### src/hw/rtl/arlm_pkg.sv
// shared widths and constants for the audio rms level meter
// no dependencies; every other file of the block depends on this package
`timescale 1ns / 1ps

package arlm_pkg;

   // mid value after rescaling to 16 bits, and its square
   localparam int MID_W = 16;
   localparam int SQ_W = 2 * MID_W;

   // block accumulator of squared mid values
   localparam int SUM_W = 41;

   // digit-by-digit square root, two radicand bits per step
   localparam int ROOT_W = (SUM_W + 1) / 2;
   localparam int RAD_W = 2 * ROOT_W;
   localparam int REM_W = ROOT_W + 2;

   // level, rms and smoothing weight
   localparam int LEVEL_W = 16;
   localparam int DECAY_W = 16;
   localparam int PROD_W = LEVEL_W + 2 + DECAY_W;

   localparam logic [DECAY_W-1:0] DECAY_RESET = 16'd55706;
   localparam logic [LEVEL_W-1:0] LEVEL_ONE = 16'h8000;

endpackage

### src/hw/rtl/arlm_if.sv
// request and response channel interfaces of the audio rms level meter
// depends on arlm_pkg for the response field widths
`timescale 1ns / 1ps

interface arlm_req_if #(
   parameter int SAMPLE_BITS = 16
);
   logic                          valid;
   logic                          ready;
   logic signed [SAMPLE_BITS-1:0] left_sample;
   logic signed [SAMPLE_BITS-1:0] right_sample;
   logic                          block_end;

   modport source (output valid, left_sample, right_sample, block_end, input ready);
   modport sink   (input valid, left_sample, right_sample, block_end, output ready);
endinterface

interface arlm_rsp_if;
   logic                                valid;
   logic                                ready;
   logic [arlm_pkg::LEVEL_W-1:0]        smoothed_level;
   logic [arlm_pkg::LEVEL_W-1:0]        block_rms;

   modport source (output valid, smoothed_level, block_rms, input ready);
   modport sink   (input valid, smoothed_level, block_rms, output ready);
endinterface

### src/hw/rtl/audio_rms_level_meter.sv
// a frame word holds the request side until the 16-step squarer is done; a block_end word
//   shows its result once the squarer, 41-step divider, 21-step square root, 16-step blend
//   and output register load have run in turn
// throughput: frames past the block limit that do not close it are taken one per cycle;
//   any other word holds off new words until it is through; a waiting result does too
// reset: synchronous, active high; clears sum, frame count and level, loads default decay
`timescale 1ns / 1ps

module audio_rms_level_meter #(
   parameter int MAX_FRAMES = 1024,
   parameter int SAMPLE_BITS = 16
) (
   input  logic                         clock,
   input  logic                         reset,
   arlm_req_if.sink                     req_bus,
   arlm_rsp_if.source                   rsp_bus,
   input  logic                         csr_wr_en,
   input  logic [arlm_pkg::DECAY_W-1:0] csr_wr_data
);
   import arlm_pkg::*;

   localparam int CNT_W = $clog2(MAX_FRAMES + 1);
   localparam logic [CNT_W-1:0] FRAMES_FULL = CNT_W'(MAX_FRAMES);
   localparam int PAD_W = SUM_W + 1 - SQ_W;

   typedef enum logic [5:0] {
      ST_IDLE  = 6'b000001,
      ST_SQ    = 6'b000010,
      ST_DIV   = 6'b000100,
      ST_SQRT  = 6'b001000,
      ST_BLEND = 6'b010000,
      ST_OUT   = 6'b100000
   } state_type;

   state_type          state_ff, state_in;
   logic               go_ff, go_in;            // one-cycle start for the unit just entered
   logic               end_ff, end_in;          // current word closes its block
   logic [MID_W-1:0]   mag_ff, mag_in;          // magnitude of the rescaled mid value
   logic [SUM_W-1:0]   sum_ff, sum_in;
   logic [CNT_W-1:0]   count_ff, count_in;
   logic [LEVEL_W-1:0] level_ff, level_in;
   logic [LEVEL_W-1:0] rms_ff, rms_in;
   logic [DECAY_W-1:0] decay_ff, decay_in;
   logic               rsp_valid_ff, rsp_valid_in;
   logic [LEVEL_W-1:0] rsp_level_ff, rsp_level_in;
   logic [LEVEL_W-1:0] rsp_rms_ff, rsp_rms_in;

   // mid value and its magnitude
   logic [SAMPLE_BITS:0]   pair_sum;
   logic [SAMPLE_BITS-1:0] half;
   logic [MID_W-1:0]       mid16;
   logic [MID_W-1:0]       mag_calc;

   // accumulator update
   logic [SUM_W:0]     sum_wide;
   logic [SUM_W-1:0]   sum_sat;
   logic               block_full;

   // units
   logic               sq_start, sq_done;
   logic [SQ_W-1:0]    sq_square;
   logic               div_start, div_done;
   logic [SUM_W-1:0]   div_mean;
   logic               sqrt_start, sqrt_done;
   logic [ROOT_W-1:0]  sqrt_root;
   logic               blend_start, blend_done;
   logic [LEVEL_W-1:0] blend_level;
   logic               accept;

   // floor((l + r) / 2) is the top bits of the sign-extended sum
   assign pair_sum = {req_bus.left_sample[SAMPLE_BITS-1], req_bus.left_sample}
                   + {req_bus.right_sample[SAMPLE_BITS-1], req_bus.right_sample};
   assign half = pair_sum[SAMPLE_BITS:1];

   // rescale to 16 bits: floor shift for wide samples, zero fill for narrow ones
   generate
      if (SAMPLE_BITS >= MID_W) begin : g_wide
         assign mid16 = half[SAMPLE_BITS-1 -: MID_W];
      end else begin : g_narrow
         assign mid16 = {half, {(MID_W - SAMPLE_BITS){1'b0}}};
      end
   endgenerate

   // most negative value maps to 0x8000, which is its magnitude read unsigned
   assign mag_calc = mid16[MID_W-1] ? (~mid16 + MID_W'(1)) : mid16;

   assign accept = req_bus.valid && req_bus.ready;
   assign req_bus.ready = (state_ff == ST_IDLE);

   // frames past the block limit leave sum and count untouched
   assign block_full = (count_ff >= FRAMES_FULL);

   // saturating accumulate of the finished square
   assign sum_wide = {1'b0, sum_ff} + {{PAD_W{1'b0}}, sq_square};
   assign sum_sat = sum_wide[SUM_W] ? {SUM_W{1'b1}} : sum_wide[SUM_W-1:0];

   assign sq_start = go_ff && (state_ff == ST_SQ);
   assign div_start = go_ff && (state_ff == ST_DIV);
   assign sqrt_start = go_ff && (state_ff == ST_SQRT);
   assign blend_start = go_ff && (state_ff == ST_BLEND);

   always_comb begin
      state_in = state_ff;
      go_in = 1'b0;
      end_in = end_ff;
      mag_in = mag_ff;
      sum_in = sum_ff;
      count_in = count_ff;
      level_in = level_ff;
      rms_in = rms_ff;
      rsp_level_in = rsp_level_ff;
      rsp_rms_in = rsp_rms_ff;
      // a shown result drops once taken
      rsp_valid_in = rsp_valid_ff && !rsp_bus.ready;
      decay_in = csr_wr_en ? csr_wr_data : decay_ff;

      case (state_ff)
         ST_IDLE: begin
            if (accept) begin
               end_in = req_bus.block_end;
               mag_in = mag_calc;
               if (!block_full) begin
                  state_in = ST_SQ;
                  go_in = 1'b1;
               end else if (req_bus.block_end) begin
                  // full block: the closing frame only triggers the average
                  state_in = ST_DIV;
                  go_in = 1'b1;
               end
            end
         end
         ST_SQ: begin
            if (sq_done) begin
               sum_in = sum_sat;
               count_in = count_ff + CNT_W'(1);
               if (end_ff) begin
                  state_in = ST_DIV;
                  go_in = 1'b1;
               end else begin
                  state_in = ST_IDLE;
               end
            end
         end
         ST_DIV: begin
            // count is at least one here, the closing frame guarantees it
            if (div_done) begin
               state_in = ST_SQRT;
               go_in = 1'b1;
            end
         end
         ST_SQRT: begin
            if (sqrt_done) begin
               rms_in = (sqrt_root > ROOT_W'(LEVEL_ONE)) ? LEVEL_ONE
                                                        : sqrt_root[LEVEL_W-1:0];
               state_in = ST_BLEND;
               go_in = 1'b1;
            end
         end
         ST_BLEND: begin
            if (blend_done) begin
               level_in = blend_level;
               state_in = ST_OUT;
            end
         end
         ST_OUT: begin
            // wait for the output register to free up, then start a fresh block
            if (!rsp_valid_ff || rsp_bus.ready) begin
               rsp_valid_in = 1'b1;
               rsp_level_in = level_ff;
               rsp_rms_in = rms_ff;
               sum_in = '0;
               count_in = '0;
               state_in = ST_IDLE;
            end
         end
         default: begin
            state_in = ST_IDLE;
         end
      endcase
   end

   always_ff @(posedge clock) begin
      if (reset) begin
         state_ff <= ST_IDLE;
         go_ff <= 1'b0;
         sum_ff <= '0;
         count_ff <= '0;
         level_ff <= '0;
         decay_ff <= DECAY_RESET;
         rsp_valid_ff <= 1'b0;
      end else begin
         state_ff <= state_in;
         go_ff <= go_in;
         sum_ff <= sum_in;
         count_ff <= count_in;
         level_ff <= level_in;
         decay_ff <= decay_in;
         rsp_valid_ff <= rsp_valid_in;
      end
   end

   always_ff @(posedge clock) begin
      end_ff <= end_in;
      mag_ff <= mag_in;
      rms_ff <= rms_in;
      rsp_level_ff <= rsp_level_in;
      rsp_rms_ff <= rsp_rms_in;
   end

   assign rsp_bus.valid = rsp_valid_ff;
   assign rsp_bus.smoothed_level = rsp_level_ff;
   assign rsp_bus.block_rms = rsp_rms_ff;

   // squared mid value, one bit of the magnitude per cycle
   arlm_square u_square (
      .clock  (clock),
      .reset  (reset),
      .start  (sq_start),
      .mag    (mag_ff),
      .done   (sq_done),
      .square (sq_square)
   );

   // block mean: sum over frame count
   arlm_div #(
      .CNT_W (CNT_W)
   ) u_div (
      .clock    (clock),
      .reset    (reset),
      .start    (div_start),
      .dividend (sum_ff),
      .divisor  (count_ff),
      .done     (div_done),
      .quotient (div_mean)
   );

   // block rms from the mean
   arlm_sqrt u_sqrt (
      .clock    (clock),
      .reset    (reset),
      .start    (sqrt_start),
      .radicand (div_mean),
      .done     (sqrt_done),
      .root     (sqrt_root)
   );

   // smoothed level update
   arlm_blend u_blend (
      .clock     (clock),
      .reset     (reset),
      .start     (blend_start),
      .level     (level_ff),
      .rms       (rms_ff),
      .decay     (decay_ff),
      .done      (blend_done),
      .new_level (blend_level)
   );

endmodule

### src/hw/rtl/arlm_square.sv
// bit-serial squarer: one multiplier bit per cycle, shift-add into a 17-bit adder
// depends on arlm_pkg
`timescale 1ns / 1ps

module arlm_square (
   input  logic                        clock,
   input  logic                        reset,
   input  logic                        start,
   input  logic [arlm_pkg::MID_W-1:0]  mag,
   output logic                        done,
   output logic [arlm_pkg::SQ_W-1:0]   square
);
   import arlm_pkg::*;

   localparam int CNT_W = $clog2(MID_W);
   localparam logic [CNT_W-1:0] LAST = CNT_W'(MID_W - 1);

   logic             busy_ff, busy_in;
   logic             done_ff, done_in;
   logic [CNT_W-1:0] cnt_ff, cnt_in;
   logic [MID_W-1:0] mcand_ff, mcand_in;
   logic [MID_W-1:0] hi_ff, hi_in;
   logic [MID_W-1:0] lo_ff, lo_in;
   logic [MID_W:0]   psum;

   always_comb begin
      psum = {1'b0, hi_ff} + (lo_ff[0] ? {1'b0, mcand_ff} : {(MID_W + 1){1'b0}});
      busy_in = busy_ff;
      done_in = 1'b0;
      cnt_in = cnt_ff;
      mcand_in = mcand_ff;
      hi_in = hi_ff;
      lo_in = lo_ff;
      if (start) begin
         busy_in = 1'b1;
         cnt_in = '0;
         mcand_in = mag;
         hi_in = '0;
         lo_in = mag;
      end else if (busy_ff) begin
         // low product bits shift in as multiplier bits shift out
         hi_in = psum[MID_W:1];
         lo_in = {psum[0], lo_ff[MID_W-1:1]};
         cnt_in = cnt_ff + CNT_W'(1);
         if (cnt_ff == LAST) begin
            busy_in = 1'b0;
            done_in = 1'b1;
         end
      end
   end

   always_ff @(posedge clock) begin
      if (reset) begin
         busy_ff <= 1'b0;
         done_ff <= 1'b0;
         cnt_ff <= '0;
      end else begin
         busy_ff <= busy_in;
         done_ff <= done_in;
         cnt_ff <= cnt_in;
      end
   end

   always_ff @(posedge clock) begin
      mcand_ff <= mcand_in;
      hi_ff <= hi_in;
      lo_ff <= lo_in;
   end

   assign done = done_ff;
   assign square = {hi_ff, lo_ff};

endmodule

### src/hw/rtl/arlm_div.sv
// restoring divider: one quotient bit per cycle, remainder as narrow as the divisor
// depends on arlm_pkg
`timescale 1ns / 1ps

module arlm_div #(
   parameter int CNT_W = 11
) (
   input  logic                       clock,
   input  logic                       reset,
   input  logic                       start,
   input  logic [arlm_pkg::SUM_W-1:0] dividend,
   input  logic [CNT_W-1:0]           divisor,
   output logic                       done,
   output logic [arlm_pkg::SUM_W-1:0] quotient
);
   import arlm_pkg::*;

   localparam int STEP_W = $clog2(SUM_W);
   localparam logic [STEP_W-1:0] LAST = STEP_W'(SUM_W - 1);

   logic              busy_ff, busy_in;
   logic              done_ff, done_in;
   logic [STEP_W-1:0] cnt_ff, cnt_in;
   logic [SUM_W-1:0]  dq_ff, dq_in;
   logic [CNT_W-1:0]  rem_ff, rem_in;
   logic [CNT_W-1:0]  dvs_ff, dvs_in;
   logic [CNT_W:0]    trial;
   logic [CNT_W:0]    diff;
   logic              ge;

   always_comb begin
      trial = {rem_ff, dq_ff[SUM_W-1]};
      diff = trial - {1'b0, dvs_ff};
      ge = (trial >= {1'b0, dvs_ff});
      busy_in = busy_ff;
      done_in = 1'b0;
      cnt_in = cnt_ff;
      dq_in = dq_ff;
      rem_in = rem_ff;
      dvs_in = dvs_ff;
      if (start) begin
         busy_in = 1'b1;
         cnt_in = '0;
         dq_in = dividend;
         rem_in = '0;
         dvs_in = divisor;
      end else if (busy_ff) begin
         // dividend bits leave at the top, quotient bits enter at the bottom
         rem_in = ge ? diff[CNT_W-1:0] : trial[CNT_W-1:0];
         dq_in = {dq_ff[SUM_W-2:0], ge};
         cnt_in = cnt_ff + STEP_W'(1);
         if (cnt_ff == LAST) begin
            busy_in = 1'b0;
            done_in = 1'b1;
         end
      end
   end

   always_ff @(posedge clock) begin
      if (reset) begin
         busy_ff <= 1'b0;
         done_ff <= 1'b0;
         cnt_ff <= '0;
      end else begin
         busy_ff <= busy_in;
         done_ff <= done_in;
         cnt_ff <= cnt_in;
      end
   end

   always_ff @(posedge clock) begin
      dq_ff <= dq_in;
      rem_ff <= rem_in;
      dvs_ff <= dvs_in;
   end

   assign done = done_ff;
   assign quotient = dq_ff;

endmodule

### src/hw/rtl/arlm_sqrt.sv
// digit-by-digit integer square root: one root bit per cycle, floor result
// depends on arlm_pkg
`timescale 1ns / 1ps

module arlm_sqrt (
   input  logic                        clock,
   input  logic                        reset,
   input  logic                        start,
   input  logic [arlm_pkg::SUM_W-1:0]  radicand,
   output logic                        done,
   output logic [arlm_pkg::ROOT_W-1:0] root
);
   import arlm_pkg::*;

   localparam int STEP_W = $clog2(ROOT_W);
   localparam logic [STEP_W-1:0] LAST = STEP_W'(ROOT_W - 1);

   logic              busy_ff, busy_in;
   logic              done_ff, done_in;
   logic [STEP_W-1:0] cnt_ff, cnt_in;
   logic [RAD_W-1:0]  rad_ff, rad_in;
   logic [REM_W-1:0]  rem_ff, rem_in;
   logic [ROOT_W-1:0] root_ff, root_in;
   logic [REM_W-1:0]  shifted;
   logic [REM_W-1:0]  trial;
   logic              ge;

   always_comb begin
      // remainder never exceeds twice the root, so its top two bits are clear here
      shifted = {rem_ff[REM_W-3:0], rad_ff[RAD_W-1 -: 2]};
      trial = {root_ff, 2'b01};
      ge = (shifted >= trial);
      busy_in = busy_ff;
      done_in = 1'b0;
      cnt_in = cnt_ff;
      rad_in = rad_ff;
      rem_in = rem_ff;
      root_in = root_ff;
      if (start) begin
         busy_in = 1'b1;
         cnt_in = '0;
         rad_in = {{(RAD_W - SUM_W){1'b0}}, radicand};
         rem_in = '0;
         root_in = '0;
      end else if (busy_ff) begin
         rem_in = ge ? (shifted - trial) : shifted;
         root_in = {root_ff[ROOT_W-2:0], ge};
         rad_in = {rad_ff[RAD_W-3:0], 2'b00};
         cnt_in = cnt_ff + STEP_W'(1);
         if (cnt_ff == LAST) begin
            busy_in = 1'b0;
            done_in = 1'b1;
         end
      end
   end

   always_ff @(posedge clock) begin
      if (reset) begin
         busy_ff <= 1'b0;
         done_ff <= 1'b0;
         cnt_ff <= '0;
      end else begin
         busy_ff <= busy_in;
         done_ff <= done_in;
         cnt_ff <= cnt_in;
      end
   end

   always_ff @(posedge clock) begin
      rad_ff <= rad_in;
      rem_ff <= rem_in;
      root_ff <= root_in;
   end

   assign done = done_ff;
   assign root = root_ff;

endmodule

### src/hw/rtl/arlm_blend.sv
// exponential smoothing: rms*2^16 + (level - rms)*decay, bit-serial over the weight
// depends on arlm_pkg
`timescale 1ns / 1ps

module arlm_blend (
   input  logic                         clock,
   input  logic                         reset,
   input  logic                         start,
   input  logic [arlm_pkg::LEVEL_W-1:0] level,
   input  logic [arlm_pkg::LEVEL_W-1:0] rms,
   input  logic [arlm_pkg::DECAY_W-1:0] decay,
   output logic                         done,
   output logic [arlm_pkg::LEVEL_W-1:0] new_level
);
   import arlm_pkg::*;

   localparam int DIFF_W = LEVEL_W + 1;
   localparam int HI_W = LEVEL_W + 2;
   localparam int STEP_W = $clog2(DECAY_W);
   localparam logic [STEP_W-1:0] LAST = STEP_W'(DECAY_W - 1);
   localparam logic [PROD_W-1:0] ROUND_HALF = PROD_W'(1) << (DECAY_W - 1);

   logic              busy_ff, busy_in;
   logic              done_ff, done_in;
   logic [STEP_W-1:0] cnt_ff, cnt_in;
   logic [DIFF_W-1:0] diff_ff, diff_in;
   logic [LEVEL_W-1:0] rms_ff, rms_in;
   logic [HI_W-1:0]   hi_ff, hi_in;
   logic [DECAY_W-1:0] lo_ff, lo_in;
   logic [HI_W-1:0]   psum;
   logic [PROD_W-1:0] total;
   logic [HI_W-1:0]   scaled;

   always_comb begin
      psum = hi_ff + (lo_ff[0] ? {diff_ff[DIFF_W-1], diff_ff} : {HI_W{1'b0}});
      busy_in = busy_ff;
      done_in = 1'b0;
      cnt_in = cnt_ff;
      diff_in = diff_ff;
      rms_in = rms_ff;
      hi_in = hi_ff;
      lo_in = lo_ff;
      if (start) begin
         busy_in = 1'b1;
         cnt_in = '0;
         diff_in = {1'b0, level} - {1'b0, rms};
         rms_in = rms;
         hi_in = '0;
         lo_in = decay;
      end else if (busy_ff) begin
         // signed partial product shifts right arithmetically
         hi_in = {psum[HI_W-1], psum[HI_W-1:1]};
         lo_in = {psum[0], lo_ff[DECAY_W-1:1]};
         cnt_in = cnt_ff + STEP_W'(1);
         if (cnt_ff == LAST) begin
            busy_in = 1'b0;
            done_in = 1'b1;
         end
      end
   end

   // final sum is never negative, so plain modular adds are exact
   always_comb begin
      total = {2'b00, rms_ff, {DECAY_W{1'b0}}} + {hi_ff, lo_ff} + ROUND_HALF;
      scaled = total[PROD_W-1:DECAY_W];
      new_level = (scaled > {2'b00, LEVEL_ONE}) ? LEVEL_ONE : scaled[LEVEL_W-1:0];
   end

   always_ff @(posedge clock) begin
      if (reset) begin
         busy_ff <= 1'b0;
         done_ff <= 1'b0;
         cnt_ff <= '0;
      end else begin
         busy_ff <= busy_in;
         done_ff <= done_in;
         cnt_ff <= cnt_in;
      end
   end

   always_ff @(posedge clock) begin
      diff_ff <= diff_in;
      rms_ff <= rms_in;
      hi_ff <= hi_in;
      lo_ff <= lo_in;
   end

   assign done = done_ff;

endmodule

### src/flat_wrapper.sv
// flat-port wrapper written by rule: the top's interface ports become plain ports
module audio_rms_level_meter_flat import arlm_pkg::*;
#(
   parameter int MAX_FRAMES = 1024,
   parameter int SAMPLE_BITS = 16
)
  (clock, reset, csr_wr_en, csr_wr_data, req_bus_valid, req_bus_left_sample, req_bus_right_sample, req_bus_block_end, req_bus_ready, rsp_bus_valid, rsp_bus_smoothed_level, rsp_bus_block_rms, rsp_bus_ready);
  arlm_req_if #(.SAMPLE_BITS(SAMPLE_BITS)) req_bus_i ();
  arlm_rsp_if rsp_bus_i ();
  input  logic clock;
  input  logic reset;
  input  logic csr_wr_en;
  input  logic [arlm_pkg::DECAY_W-1:0] csr_wr_data;
  input wire logic [$bits(req_bus_i.valid)-1:0] req_bus_valid;
  input wire logic [$bits(req_bus_i.left_sample)-1:0] req_bus_left_sample;
  input wire logic [$bits(req_bus_i.right_sample)-1:0] req_bus_right_sample;
  input wire logic [$bits(req_bus_i.block_end)-1:0] req_bus_block_end;
  output wire logic [$bits(req_bus_i.ready)-1:0] req_bus_ready;
  output wire logic [$bits(rsp_bus_i.valid)-1:0] rsp_bus_valid;
  output wire logic [$bits(rsp_bus_i.smoothed_level)-1:0] rsp_bus_smoothed_level;
  output wire logic [$bits(rsp_bus_i.block_rms)-1:0] rsp_bus_block_rms;
  input wire logic [$bits(rsp_bus_i.ready)-1:0] rsp_bus_ready;
  assign req_bus_i.valid = req_bus_valid;
  assign req_bus_i.left_sample = req_bus_left_sample;
  assign req_bus_i.right_sample = req_bus_right_sample;
  assign req_bus_i.block_end = req_bus_block_end;
  assign req_bus_ready = req_bus_i.ready;
  assign rsp_bus_valid = rsp_bus_i.valid;
  assign rsp_bus_smoothed_level = rsp_bus_i.smoothed_level;
  assign rsp_bus_block_rms = rsp_bus_i.block_rms;
  assign rsp_bus_i.ready = rsp_bus_ready;
  audio_rms_level_meter #(.MAX_FRAMES(MAX_FRAMES), .SAMPLE_BITS(SAMPLE_BITS)) u_core (.clock(clock), .reset(reset), .req_bus(req_bus_i), .rsp_bus(rsp_bus_i), .csr_wr_en(csr_wr_en), .csr_wr_data(csr_wr_data));
endmodule
### config.mk
export PLATFORM = sky130hd
export DESIGN_NAME = audio_rms_level_meter_flat
export DESIGN_NICKNAME = d
export VERILOG_FILES = /design/src/hw/rtl/arlm_pkg.sv /design/src/hw/rtl/arlm_if.sv /design/src/hw/rtl/audio_rms_level_meter.sv /design/src/hw/rtl/arlm_square.sv /design/src/hw/rtl/arlm_div.sv /design/src/hw/rtl/arlm_sqrt.sv /design/src/hw/rtl/arlm_blend.sv /design/src/flat_wrapper.sv
export SDC_FILE = /design/constraint.sdc
export NUM_CORES = 1
export LEC_CHECK = 0
export ABC_AREA = 1
export BUFFER_PORTS_ARGS = -buffer_cell sky130_fd_sc_hd__buf_2
export CORE_AREA = 4 4 277 279
export CTS_CLUSTER_DIAMETER = 120
export DETAILED_ROUTE_END_ITERATION = 7
export DIE_AREA = 0 0 281 283
export GPL_ROUTABILITY_DRIVEN = 1
export SLEW_MARGIN = 5
export SYNTH_ARGS = -nofsm -noshare
export SYNTH_HDL_FRONTEND = slang
export SYNTH_SLANG_ARGS = --single-unit
### constraint.sdc
create_clock -name clock -period 7.75 [get_ports clock]
set_input_delay 0.3875 -clock clock [delete_from_list [all_inputs] [get_ports clock]]
set_output_delay 0.3875 -clock clock [all_outputs]
set_load 0.02 [all_outputs]
==> metrics <==
post-layout minimum cycle time 2.94 ns; Yosys Warn Count 0; Area Overhead vs Synth 12.4%; fmax around 340 MHz; crit path max-delay cell type nand2_1; gpl congestion 0.932; total track usage 0.162; Pwr Density 245 nW/um^2; CP Launch Type register; Crit. Startpoint u_core.u_div.quotient[40]; Syn Inst Count 3303; post-synthesis cell type count 57; fin util 0.391; NetSw roughly 2.3 mW; DIE AREA 79500 sq um; grt total ovfl 0; Cells on Worst Hold Path 3; status finished, final reports clean; final count of negative-setup-slack endpoints 0; register area share after synthesis 0.438; Post-Layout Cell Count 4396; sequential power share 0.404; post-route cell area 29000 sq um; drt first pass iters 7; Hold Crit Start csr_wr_data[14]; Rel. slew slack 0.259; final hold vios 0; clk_lat worst skew 0.60 ns; reg2reg path depth 13; Worst-path clk slew 0.06 ns; leak pwr 13.1 nW; fin crit share 0.380; number of port buffers 87; WS Path Type reg2reg; core box area approximately 74000 sq um; Worst EP required around 8.2 ns; internal power 4.80 mW; setup repair after global routing missed its margin false; Die Width 281 um; largest net degree at the start of global routing 57; ratio of cells with drive above 1 in the final layout 0.0817; placed cell area about 27000 sq um; HPWL after detailed placement 50200 um; Site Rows 100; vias in the first global route between 20000 and 25000; maximum root-to-sink buffer count 3; setup slack, reg-to-reg 4.81 ns; Hold EP u_core.decay_ff[14]; Worst setup EP type register; ANT cells 0; Synth Register Bits around 450; # clock sinks 445; critical path peak fanout 20; most frequent CP cell nand2_1; switch share 0.325; Slew Viols, Final 0; dpl cells 4290; Iter 0 DRT Violations 1290; Routed Antenna Nets 0; Setup Skew 0.0205 ns; Logic pwr share 0.249; Clock Power Share 0.347; DR DRC count 0; Slew @ Worst Pin roughly 1.1 ns; Routed WL per cell roughly 15 um; critical path data arrival time 3.42 ns; Peak VDD IR ~0.15 mV; hold slack 0.0316 ns; Via density a little under 5; Post-Syn Nets 3518; reg2reg end u_core.u_div.rem_ff[4]; Post-Route Setup TNS 0 ns; Initial Util 0.347; CTS tree built; Boundary Pins between 80 and 90; initial antenna violation count 0; routed wire length roughly 66000 um; die height 283 um; max_cap viols 0; worst min-delay path class in2reg; root buf cell clkbuf_16; htree depth 2; final worst slack slightly below 5 ns; Power Total 7.11 mW; Post-layout nets between 3000 and 4000; dpl ws 4.81 ns; CP max stage delay approximately 0.46 ns; worst reg2reg startpoint u_core.u_div.quotient[40]; CP Cell Sequence inv_1 -> ha_1 -> fa_1 -> nand3b_1 -> nand2_1 -> nand2_1 -> o211ai_1 -> a21oi_1 -> or2_2 -> nand2_1 -> o21ai_0 -> o211ai_1 -> nand2_1; Vias 21400; mean post-synth cell area ~7.8 sq um; clock buffer count from CTS between 50 and 60; first-pass GRT wire length 106000 um; Mapped Area 25800 sq um
-- registers in the layout (all words and copies together), names as in the netlist, 17 cells and up --
signal and count:
u_core.u_sqrt.rad_ff 42, u_core.u_sqrt.rem_ff 21, u_core.u_blend.hi_ff 17, u_core.u_blend.diff_ff 17
u_core.sum_ff 41, u_core.u_sqrt.root 21, u_core.u_div.quotient 41
-- worst max-delay path by stage --
stage,cells past startpoint,end
final,13,u_core.u_div.rem_ff[4]
after global routing,12,u_core.u_blend.hi_ff[9]
after CTS,9,u_core.u_sqrt.rad_ff[23]
after detailed placement,9,u_core.u_sqrt.rad_ff[34]
after global placement,9,u_core.u_sqrt.rad_ff[34]
after floorplan,8,u_core.u_sqrt.rad_ff[0]
-- cell usage after synthesis, drive strengths merged --
cell / instances / area (sq um)
nor2: 264 / 1030
o2111ai: 4 / 35.0
a21oi: 235 / 1240
nor3: 35 / 201
inv: 402 / 1510
o22ai: 26 / 163
a31oi: 13 / 81.3
fa: 7 / 140
a21o: 16 / 120
and2: 2 / 12.5
o21a: 6 / 45.0
o21bai: 12 / 90.1
o21ai: 180 / 912
o211ai: 19 / 143
nand2: 1036 / 3950
nand3: 169 / 931
o31ai: 2 / 15.0
a22oi: 5 / 37.5
a221oi: 1 / 8.76
and3: 6 / 37.5
xor2: 68 / 611
edfxtp: 239 / 7180
buf: 30 / 183
a211oi: 4 / 30.0
clkbuf: 50 / 190
a21boi: 3 / 22.5
or2: 10 / 62.6
nor4: 8 / 50.1
nand3b: 12 / 90.1
ha: 154 / 1930
dfxtp: 206 / 4120
nand4: 37 / 238
nor3b: 1 / 7.51
a32oi: 2 / 17.5
xnor2: 37 / 332
a31o: 2 / 17.5
-- cells by family after synthesis --
kind of cell | share of synthesized area
buffers and inverters | 0.0730
xor gates and xnor gates | 0.0365
adders and majority gates | 0.0802
and+or+nand+nor | 0.257
DFF | 0.438
AOI/OAI and AO/OA | 0.115
-- repair_timing --
action / in CTS / in global routing
resized for setup: 0 / 0
hold buffers: 10 / 0
buffers inserted: 0 / 0
endpoints found under the hold margin: 10 / 0
-- routing by layer --
metal,global-route usage,vias to the layer above,wire length [um]
met3,0.0172,101,1980
met5,0,-,0
li1,-,11100,-
met1,0.212,9863,30200
met4,0.0521,0,2000
met2,0.280,353,31900
-- cells in the final DEF, fill, tap and decap left out, types with 54 or more instances in the layout --
master / n
edfxtp_1: 239
xor2_1: 66
clkbuf_16: 54
nand2_1: 1016
o21ai_0: 154
a21oi_1: 219
buf_2: 87
dfxtp_1: 206
inv_1: 386
nor2_1: 248
ha_1: 154
nand3_1: 152
-- power by group through the flow --
stage          Sequential (mW)  Clock, mW  Combinational [mW]
3_3_place_gp              2.91          0                1.75
2_1_floorplan             2.87          0                1.37
6_report                  2.87       2.47                1.77
5_1_grt                   2.89       2.63                2.01
3_5_place_dp              2.92          0                1.75
4_1_cts                   2.87       2.54                1.76
-- critical path: cells and delay by family, from the launching register on --
family	cells	cell delay [ns]
adders and majority gates	2	0.64
AOI/OAI and AO/OA	4	0.54
buffers and inverters	1	0.09
and+or+nand+nor	6	1.20
DFF	1	0.36
-- area by class of cell --
cell class | count | area [sq um]
clock inverters | 19 | 216
flip-flops and latches | 445 | 11300
clock buffers | 77 | 1510
multi-input cells | 2376 | 12600
repair buffers | 108 | 618
fillers | 7666 | 45200
well taps | 969 | 1210
inverters | 402 | 1510
No activity file was read; power rests on OpenSTA's default activity.
